## src/rtl/core/srtp_pkg.sv

```systemverilog
// Package with shared types and constants of the SRTP replay and ROC check block.
`default_nettype none

package srtp_pkg;

  // Default depth of the anti-replay bitmap in packets.
  localparam int unsigned WINDOW_SIZE_DEF = 64;

  // RTP fixed header facts.
  localparam logic [1:0] RTP_VERSION    = 2'd2;
  localparam int unsigned HDR_FIXED_LEN = 12;
  localparam int unsigned EXT_HDR_LEN   = 4;

  // Offset width: 12 + 4*15 + 4 + 4*65535 needs 19 bits.
  localparam int unsigned OFFSET_W = 19;

  // Result status codes.
  localparam logic [1:0] STATUS_OK        = 2'd0;
  localparam logic [1:0] STATUS_MALFORMED = 2'd1;
  localparam logic [1:0] STATUS_REPLAY    = 2'd2;

  // Outcome of the header parse.
  typedef struct packed {
    logic        malformed;
    logic [15:0] offset;
  } hdr_res_t;

  // Outcome of the replay check and ROC estimate.
  typedef struct packed {
    logic        rejected;
    logic [31:0] roc;
  } rpl_res_t;

endpackage

`default_nettype wire

```

## src/rtl/core/srtp_hdr_chk.sv

```systemverilog
// Header check and payload offset computation for one RTP header.
`default_nettype none

module srtp_hdr_chk (
  input  wire logic [7:0]      first_byte,
  input  wire logic [15:0]     ext_words,
  input  wire logic [15:0]     packet_len,
  output srtp_pkg::hdr_res_t   res
);

  logic [srtp_pkg::OFFSET_W-1:0] base_off;
  logic [srtp_pkg::OFFSET_W-1:0] full_off;
  logic                          ext_flag;
  logic                          bad_ver;

  assign ext_flag = first_byte[4];
  assign bad_ver  = (first_byte[7:6] != srtp_pkg::RTP_VERSION);

  // The fixed header plus the CSRC list, then the extension header and its body.
  assign base_off = srtp_pkg::OFFSET_W'(srtp_pkg::HDR_FIXED_LEN)
                  + {{(srtp_pkg::OFFSET_W-6){1'b0}}, first_byte[3:0], 2'b00};
  assign full_off = ext_flag
                  ? base_off + srtp_pkg::OFFSET_W'(srtp_pkg::EXT_HDR_LEN)
                    + {1'b0, ext_words, 2'b00}
                  : base_off;

  // The final offset never falls below the earlier limits, so one compare covers all
  // the length checks.
  always_comb begin
    res.malformed = bad_ver || ({3'b000, packet_len} < full_off);
    res.offset    = full_off[15:0];
  end

endmodule

`default_nettype wire

```

## src/rtl/core/srtp_replay.sv

```systemverilog
// Rollover count estimate and anti-replay bitmap with its state registers.
`default_nettype none

module srtp_replay #(
  parameter int unsigned WINDOW_SIZE = srtp_pkg::WINDOW_SIZE_DEF
) (
  input  wire logic          clk,
  input  wire logic          rst_n,
  input  wire logic          upd_en,
  input  wire logic [15:0]   seq_number,
  output srtp_pkg::rpl_res_t res
);

  localparam int unsigned IDX_W = $clog2(WINDOW_SIZE);

  logic [15:0]            highest_seq_r, highest_seq_nxt;
  logic [31:0]            roc_r, roc_nxt;
  logic [WINDOW_SIZE-1:0] win_r, win_nxt;

  logic [15:0]            seq_delta;
  logic [15:0]            lag;
  logic                   ahead;
  logic                   in_win;
  logic                   bit_seen;
  logic [31:0]            roc_est;
  logic [WINDOW_SIZE-1:0] win_shifted;

  assign seq_delta = seq_number - highest_seq_r;
  assign lag       = highest_seq_r - seq_number;
  assign ahead     = (seq_delta != 16'd0) && !seq_delta[15];

  always_comb begin
    roc_est = roc_r;
    if (!seq_delta[15]) begin
      if (seq_number < highest_seq_r) roc_est = roc_r + 32'd1;
    end else begin
      if (seq_number > highest_seq_r) roc_est = roc_r - 32'd1;
    end
  end

  assign in_win   = ({16'd0, lag} < 32'(WINDOW_SIZE));
  assign bit_seen = in_win && win_r[lag[IDX_W-1:0]];

  assign win_shifted = ({16'd0, seq_delta} >= 32'(WINDOW_SIZE))
                     ? '0 : (win_r << seq_delta[IDX_W-1:0]);

  always_comb begin
    res.rejected = !ahead && (!in_win || bit_seen);
    res.roc      = roc_est;
  end

  always_comb begin
    highest_seq_nxt = highest_seq_r;
    roc_nxt         = roc_r;
    win_nxt         = win_r;
    if (upd_en && !res.rejected) begin
      if (ahead) begin
        win_nxt         = win_shifted | WINDOW_SIZE'(1);
        highest_seq_nxt = seq_number;
        roc_nxt         = roc_est;
      end else begin
        win_nxt[lag[IDX_W-1:0]] = 1'b1;
      end
    end
  end

  always_ff @(posedge clk) begin
    if (!rst_n) begin
      highest_seq_r <= '0;
      roc_r         <= '0;
      win_r         <= '0;
    end else begin
      highest_seq_r <= highest_seq_nxt;
      roc_r         <= roc_nxt;
      win_r         <= win_nxt;
    end
  end

endmodule

`default_nettype wire

```

## src/rtl/core/srtp_rtp_replay_and_roc_check.sv

```systemverilog
// Top level of the SRTP receive header check, ROC estimate and replay filter.
//
// One input transaction carries the first header byte, the sequence number, the
// extension length in 32-bit words and the packet length. One output transaction
// returns a status (accepted, malformed header, or replayed / outside the window),
// the payload byte offset and the estimated rollover count for that packet.
// Both channels use valid and stall; a transaction moves on a rising edge with
// valid high and stall low.
// An accepted input is loaded into the input register; the result register
// loads it when empty or being drained. Throughput is one transaction per cycle
// while the receiver does not stall. The replay state updates at the same edge
// that loads the result, so the following packet already sees it and packets
// can follow back to back.
// When the receiver stalls, the result register holds its transaction and the
// input register holds the next one; in_stall rises only when both are full.
// Reset (rst_n low, synchronous) clears the highest sequence number, the rollover
// count and the whole replay bitmap, and empties both registers.
`default_nettype none

module srtp_rtp_replay_and_roc_check #(
  parameter int unsigned WINDOW_SIZE = srtp_pkg::WINDOW_SIZE_DEF
) (
  input  wire logic        clk,
  input  wire logic        rst_n,
  input  wire logic        in_valid,
  output logic             in_stall,
  input  wire logic [7:0]  in_first_byte,
  input  wire logic [15:0] in_seq_number,
  input  wire logic [15:0] in_ext_words,
  input  wire logic [15:0] in_packet_len,
  output logic             out_valid,
  input  wire logic        out_stall,
  output logic [1:0]       out_status,
  output logic [15:0]      out_payload_offset,
  output logic [31:0]      out_packet_roc
);

  // Input register.
  logic        in_valid_r, in_valid_nxt;
  logic [7:0]  first_byte_r;
  logic [15:0] seq_number_r;
  logic [15:0] ext_words_r;
  logic [15:0] packet_len_r;

  // Result register.
  logic        out_valid_r, out_valid_nxt;
  logic [1:0]  status_r, status_nxt;
  logic [15:0] offset_r, offset_nxt;
  logic [31:0] roc_r, roc_nxt;

  logic               advance;
  logic               proc;
  logic               in_take;
  srtp_pkg::hdr_res_t hdr_res;
  srtp_pkg::rpl_res_t rpl_res;

  // The result register can take a new transaction when empty or being drained.
  assign advance  = !out_valid_r || !out_stall;
  assign proc     = in_valid_r && advance;
  assign in_stall = in_valid_r && !advance;
  assign in_take  = in_valid && !in_stall;

  srtp_hdr_chk u_hdr_chk (
    .first_byte (first_byte_r),
    .ext_words  (ext_words_r),
    .packet_len (packet_len_r),
    .res        (hdr_res)
  );

  // Malformed packets must leave the replay state untouched.
  srtp_replay #(
    .WINDOW_SIZE (WINDOW_SIZE)
  ) u_replay (
    .clk        (clk),
    .rst_n      (rst_n),
    .upd_en     (proc && !hdr_res.malformed),
    .seq_number (seq_number_r),
    .res        (rpl_res)
  );

  assign in_valid_nxt  = in_stall ? 1'b1 : in_valid;
  assign out_valid_nxt = proc ? 1'b1 : (out_valid_r && out_stall);

  always_comb begin
    if (hdr_res.malformed) begin
      status_nxt = srtp_pkg::STATUS_MALFORMED;
      offset_nxt = '0;
      roc_nxt    = '0;
    end else if (rpl_res.rejected) begin
      status_nxt = srtp_pkg::STATUS_REPLAY;
      offset_nxt = '0;
      roc_nxt    = '0;
    end else begin
      status_nxt = srtp_pkg::STATUS_OK;
      offset_nxt = hdr_res.offset;
      roc_nxt    = rpl_res.roc;
    end
  end

  always_ff @(posedge clk) begin
    if (!rst_n) begin
      in_valid_r  <= 1'b0;
      out_valid_r <= 1'b0;
    end else begin
      in_valid_r  <= in_valid_nxt;
      out_valid_r <= out_valid_nxt;
    end
  end

  // Payload registers carry no reset.
  always_ff @(posedge clk) begin
    if (in_take) begin
      first_byte_r <= in_first_byte;
      seq_number_r <= in_seq_number;
      ext_words_r  <= in_ext_words;
      packet_len_r <= in_packet_len;
    end
    if (proc) begin
      status_r <= status_nxt;
      offset_r <= offset_nxt;
      roc_r    <= roc_nxt;
    end
  end

  assign out_valid          = out_valid_r;
  assign out_status         = status_r;
  assign out_payload_offset = offset_r;
  assign out_packet_roc     = roc_r;

endmodule

`default_nettype wire

```

## config.mk

```make
export PLATFORM = sky130hd
export DESIGN_NAME = srtp_rtp_replay_and_roc_check
export DESIGN_NICKNAME = d
export VERILOG_FILES = /design/src/rtl/core/srtp_pkg.sv /design/src/rtl/core/srtp_hdr_chk.sv /design/src/rtl/core/srtp_replay.sv /design/src/rtl/core/srtp_rtp_replay_and_roc_check.sv
export SDC_FILE = /design/constraint.sdc
export NUM_CORES = 1
export LEC_CHECK = 0
export BUFFER_PORTS_ARGS = -buffer_cell sky130_fd_sc_hd__buf_2
export CAP_MARGIN = 5
export CORE_MARGIN = 10
export CORE_UTILIZATION = 25
export CTS_BUF_LIST = sky130_fd_sc_hd__clkbuf_4 sky130_fd_sc_hd__clkbuf_8
export DETAILED_ROUTE_END_ITERATION = 10
export PLACE_DENSITY_LB_ADDON = 0.25
export SYNTH_ARGS = -nofsm -noshare
export SYNTH_HDL_FRONTEND = slang
export SYNTH_SLANG_ARGS = --single-unit
```

## constraint.sdc

```tcl
create_clock -name clk -period 4.9 [get_ports clk]
set_clock_uncertainty 0.2 [all_clocks]
set_input_delay 0.98 -clock clk [delete_from_list [all_inputs] [get_ports clk]]
set_output_delay 0.98 -clock clk [all_outputs]
set_load 0.01 [all_outputs]
```

**Yosys cells after proc, flatten, opt, wreduce, memory -nomap -nowiden**

Cells that the tools add are included.

- Bitwise gates (word level): 1
- Mux-type cells: 13
- $add $sub $neg: 7
- Equal/unequal tests: 1
- Order comparisons: 7
- Shift-type cells: 1
- Reductions and logical operators: 25

Operator list:

| kind | number |
|---|---|
| $mux W64 | 2 |
| $mux W32 | 3 |
| $or A64 B64 Y64 | 1 |
| $shl A64 B6 Y64 | 1 |
| $add A32 B1 Y32 const B | 1 |
| $sub A16 B16 Y16 | 2 |
| $sub A32 B1 Y32 const B | 1 |
| $add A19 B18 Y19 | 1 |
| $add A19 B3 Y19 const B | 1 |
| $lt A16 B19 Y1 | 1 |
| $mux W19 | 1 |
| $ge A16 B7 Y1 const B | 1 |
| $gt A16 B16 Y1 | 1 |
| $lt A16 B16 Y1 | 1 |
| $lt A16 B7 Y1 const B | 1 |
| $reduce_bool A16 Y1 | 1 |
| $logic_and A1 B1 Y1 | 10 |
| $logic_not A1 Y1 | 9 |
| $add A4 B6 Y7 const A | 1 |
| $lt A6 B7 Y1 const B | 1 |
| $bmux W1 S6 | 1 |
| $demux W1 S6 | 1 |
| $ge A6 B1 Y1 const B | 1 |
| $mux W1 | 4 |
| other kinds (5) | 7 |

- Output and inout bits: 52
- Flip-flop bits (word level): 220
- Input port bits: 60

**Depth between registers and ports, before layout**

- Word-level depth: 10
- Mapped depth: 26
- Gate-level depth less buffers: 22

**Hierarchy**

A second synthesis with hierarchy kept.

- Cells, all modules: 1944
- Area, all modules: 17399.2 µm²

Modules (own cells, without submodules):

| module | sequential area each (µm²) | cells an instance | area each (µm²) | times used |
|---|---|---|---|---|
| srtp_replay | 2242.2 | 1630 | 12652.1 | 1 |
| srtp_rtp_replay_and_roc_check | 3223.1 | 170 | 3658.5 | 1 |
| srtp_hdr_chk | 0.0 | 144 | 1088.5 | 1 |

**Worst setup path before layout**

OpenSTA, ideal clock, no wires.

- Path kind: reg2reg
- Start: register first_byte_r[0]
- End: register u_replay.win_r[25]
- Clock period less this slack: 5.128 ns
- Setup slack: -0.228 ns
- Path buffers: 4
- Stages on the path, launching flop included: 27
- Data arrival time: 4.812 ns
- Data required time: 4.584 ns
- Cell sequence: edfxtp_1 -> inv_1 -> ha_1 -> xnor2_1 -> ha_1 -> ha_1 -> a21oi_1 -> o21ai_0 -> a21oi_1 -> nor2b_1 -> nand2_1 -> xor2_1 -> nand2b_1 -> ha_1 -> a2111oi_0 -> o21ai_0 -> a41oi_1 -> o31ai_1 -> o2111ai_1 -> or2_0 -> clkbuf_1 -> and3b_1 -> clkbuf_1 -> or2_1 -> buf_2 -> buf_1 -> o211a_1

RTL lines:

| what | RTL line | source |
|---|---|---|
| from (decl) | srtp_rtp_replay_and_roc_check.sv:40 | `logic [7:0] first_byte_r;` |
| from (signal assigned) | srtp_rtp_replay_and_roc_check.sv:113 | `first_byte_r <= in_first_byte;` |
| to (signal assigned) | srtp_replay.sv:75 | `win_r <= win_nxt;` |
| to (decl) | srtp_replay.sv:18 | `logic [WINDOW_SIZE-1:0] win_r, win_nxt;` |

==> impl_summary.txt <==
----------------------------------------------------
[Synthesis]
  Count of mapped cells out of synthesis ... 1831
  Main combinational cell family by area after synthesis ... compound AO/OA/AOI/OAI gates
  Synthesized-area fraction occupied by and/or/nand/nor cells ... 17.0%
  Post-synthesis area per instance ... 9.07 um2
  Most common flop cell mapped by yosys ... dfxtp_1
  Share of flip-flops with an asynchronous set or reset ... 0%
  Number of enable flip-flop cells after synthesis ... 101
  Register area share after synthesis ... 32.0%
  Yosys warning total ... 0
  Complex-gate fraction of the synthesized area ... 21.5%
  Share of synthesized cell area in full adder, half adder and majority cells ... 4.73%
  Number of synthesized register bits ... 215
  Synthesized area ... 16600 um2
  XOR/XNOR share of the synthesized area ... 3.75%
  Multiplexer area fraction after synthesis ... 16.1%
  Yosys cell types ... 84

[Min path]
  Hold Path Cell Cnt ... 2
  Launch instance of the worst min-delay path ... u_replay.highest_seq_r[15]
  Min-Delay Endpoint ... u_replay.highest_seq_r[15]
  Worst min-delay path class ... register to register

[Power and ir drop]
  Cell area power density ... 259 nW/um2
  Leakage power ... 8.35 nW
  Post-layout power ... 5.47 mW
  Max IR drop VDD ... 0.198 mV

[Cells and area]
  Final net count ... 2118
  Final non-filler cell area ... 21200 um2
  Share of cells above drive strength 1 ... 28.4%
  Area used by multi-input combinational logic ... 11300 um2
  Area Overhead vs Synth ... 27.4%
  Seq. cell area ... 5320 um2
  Non-filler cells, final ... 2898
  Final core utilization ... 32.2%
  Number of filler cells placed in the layout ... 6763

[Critical path]
  Maximum fanout along the worst path ... 28
  Crit-path most repeated cell ... ha_4
  Register-to-register path setup slack ... -0.14 ns
  Longest individual stage delay on the worst path ... 0.41 ns
  Launch instance of the worst register-to-register path ... first_byte_r[0]
  Crit. End Element ... register
  Critical path buffer and inverter count ... 3
  Launching element type of the critical path ... register
  CP arrival ... 5.37 ns
  Top cell family by delay on the critical path ... adder cells
  Required time of the critical path ... 5.23 ns
  Number of cells on the worst reg-to-reg path ... 22
  Worst r2r dst ... u_replay.win_r[57]
  Cell Chain, Critical Path ... inv_2 -> ha_4 -> inv_4 -> ha_4 -> ha_4 -> fa_2 -> a21oi_4 -> o21ai_2 -> o21a_2 -> nand3_2 -> xnor2_2 -> nand2_1 -> ha_4 -> and3_4 -> o2111ai_2 -> o31ai_2 -> o2111ai_2 -> or2_4 -> and3b_2 -> or2_4 -> buf_12 -> o22a_1
  Type of the worst setup path ... register to register
  Slowest CP cell ... edfxtp_1

[CTS]
  Buffers from clock root to sink, at most ... 3
  Depth of the CTS H-tree ... 2
  Clock-pin slew of the registers on the worst-case setup and hold paths ... 0.05 ns
  TritonCTS clock tree ... yes
  Number of clock sinks ... 215
  Root buffer cell ... clkbuf_8
  Num CTS Buffers ... 45
  Clock latency at the later pin of the worst-skew pair ... 0.64 ns

[Timing]
  # setup viols final ... 70
  Hold slack final ... 0.262 ns
  Final period demand of the worst path ... 5.04 ns
  Rel. slew slack ... 25.0%
  Final Hold Vio Count ... 0
  Transition time at the pin with the least slew margin ... 1.12 ns
  RSZ-0062 raised after global routing ... yes
  Final-layout setup total negative slack ... -5.15 ns
  Peak clock frequency supported by timing ... 199 MHz
  Max-slew violation count ... 0
  Setup slack after layout ... -0.136 ns
  Share of the clock period used by the worst path ... 103%

[Drt]
  DRC violation total after the first TritonRoute iteration ... 1561
  1st-pass router iterations ... 6
  Final Routed Wirelength ... 62500 um
  Average vias per placed instance ... 5.44
  Vias after detailed routing ... 15800
  Total DRC errors in the routed layout ... 0
  Avg WL per Cell ... 21.6 um
  Number of nets with antenna violations after routing ... 0

[Placed design]
  # port buffers ... 106
  Half-perimeter wire length after placement ... 44700 um
  RD Place Congestion ... 0.908
  Placed insts ... 2770
  Area of placed instances ... 18800 um2
  Placement-stage worst setup slack ... -0.622 ns

[Global routing]
  GRT Overall Usage ... 15.1%
  Pin count of the biggest net entering global routing ... 60
  Initial antenna violation count ... 4
  Global-route wire length before repair ... 93600 um
  Number of global-route vias before repair ... 15300
  Total congestion overflow ... 0

[Die]
  Area enclosed by the die boundary ... 77100 um2
  Die Width ... 278 um
  Core area ... 65700 um2
  Starting density of the core ... 25.3%
  Die height ... 278 um
  Num rows ... 94
  Num ports ... 112

[Run]
  Number of maximum-capacitance violations ... 0

[Run status]
  Failing checks ... setup timing
  Run status ... finished with violations

----------------------------------------------------
-- cell usage after synthesis, drive strengths merged, types with 26 or more instances --
| master | number | area share (%) |
|---|---|---|
| a21oi | 147 | 4.4 |
| a211oi | 36 | 1.7 |
| nor2 | 152 | 3.4 |
| nor3 | 41 | 1.4 |
| mux4 | 71 | 9.6 |
| o21ai | 57 | 1.7 |
| nand2 | 187 | 4.2 |
| ha | 58 | 4.4 |
| nand3 | 47 | 1.4 |
| clkbuf | 100 | 2.3 |
| a21o | 27 | 1.2 |
| inv | 60 | 1.4 |
| xnor2 | 51 | 2.7 |
| edfxtp | 101 | 18 |
| dfxtp | 114 | 14 |
| mux2i | 93 | 5.6 |
| buf | 44 | 1.3 |
| o22ai | 26 | 0.98 |
-- cell type report --
type / count / share of cell area, %
clock inverters: 6 / 0.556
flip-flops and latches: 215 / 25.1
repair buffers: 261 / 10.3
clock buffers: 77 / 4.45
well taps: 864 / 5.11
multi-input cells: 1414 / 53.4
inverters: 60 / 1.08
diodes: 1 / 0.0118
-- routing by layer --
metal | global-route usage [%] | wire length [um] | up-vias
met2 | 23.9 | 28700 | 613
li1 | - | - | 7303
met5 | 0 | 0 | -
met3 | 3.10 | 4570 | 133
met1 | 20.1 | 27300 | 7711
met4 | 4.78 | 1980 | 0
-- cells in the final DEF, fill, tap and decap left out, types with 32 or more instances in the layout --
cell      netlist  final
nor3_1         37     32
nand2_1       187    179
nand3_1        47     45
edfxtp_1      101    101
mux2i_1        93     93
buf_4           2    108
clkbuf_8        0     58
mux4_2         71     71
nor2_1        152    148
dfxtp_1       114    114
xnor2_1        51     45
o21ai_0        54     49
a21oi_1       147    123
inv_1          60     55
buf_2          19    106
a211oi_1       35     34
ha_1           58     47
-- registers in the layout (all words and copies together) (netlist names) --
signal and flops:
out_payload_offset 14, packet_len_r 14, ext_words_r 16, first_byte_r 7, out_valid 1, u_replay.roc_r 32, seq_number_r 16, in_valid_r 1
u_replay.highest_seq_r 16, out_status 2, u_replay.win_r 64, out_packet_roc 32
-- worst min-delay path, delay by kind of cell (launching register included) --
kind,cells,cell delay (ns)
DFF,1,0.31
and+or+nand+nor,1,0.05
AOI/OAI and AO/OA,1,0.05
-- cell families after synthesis --
| logic type | after synthesis |
|---|---|
| buffers and inverters | 204 |
| XOR/XNOR | 71 |
| AND/OR/NAND/NOR | 585 |
| AO/OA/AOI/OAI | 517 |
| multiplexers | 177 |
| flip-flops | 215 |
| other | 1 |
| adder cells (fa/ha/maj) | 61 |
-- timing repair --
item / 4_1_cts / 5_1_grt
cloned: 2 / 12
endpoints found under the setup margin: 158 / 158
hold buffers: 0 / 0
gates resized for setup: 38 / 129
buffers inserted: 11 / 20
pin swaps: 34 / 37
-- where the power goes --
group / switching (mW) / total [mW] / leakage, nW / internal [mW]
registers: 0.0375 / 1.97 / 1.88 / 1.94
logic: 0.780 / 1.26 / 5.91 / 0.480
clock network: 0.872 / 2.24 / 0.563 / 1.37
-- worst max path at each step --
stage | slack [ns] | depth (start not counted) | end | start
after floorplan | -0.005 | 26 | u_replay.win_r[36] | first_byte_r[0]
after global placement | -0.54 | 22 | u_replay.win_r[43] | first_byte_r[0]
after detailed placement | -0.62 | 21 | u_replay.roc_r[13] | first_byte_r[0]
after CTS | -0.10 | 22 | u_replay.roc_r[17] | first_byte_r[0]
after global routing | -0.36 | 24 | u_replay.win_r[27] | first_byte_r[0]
final | -0.14 | 22 | u_replay.win_r[57] | first_byte_r[0]
Note: power is estimated with default switching activity, not from simulation.
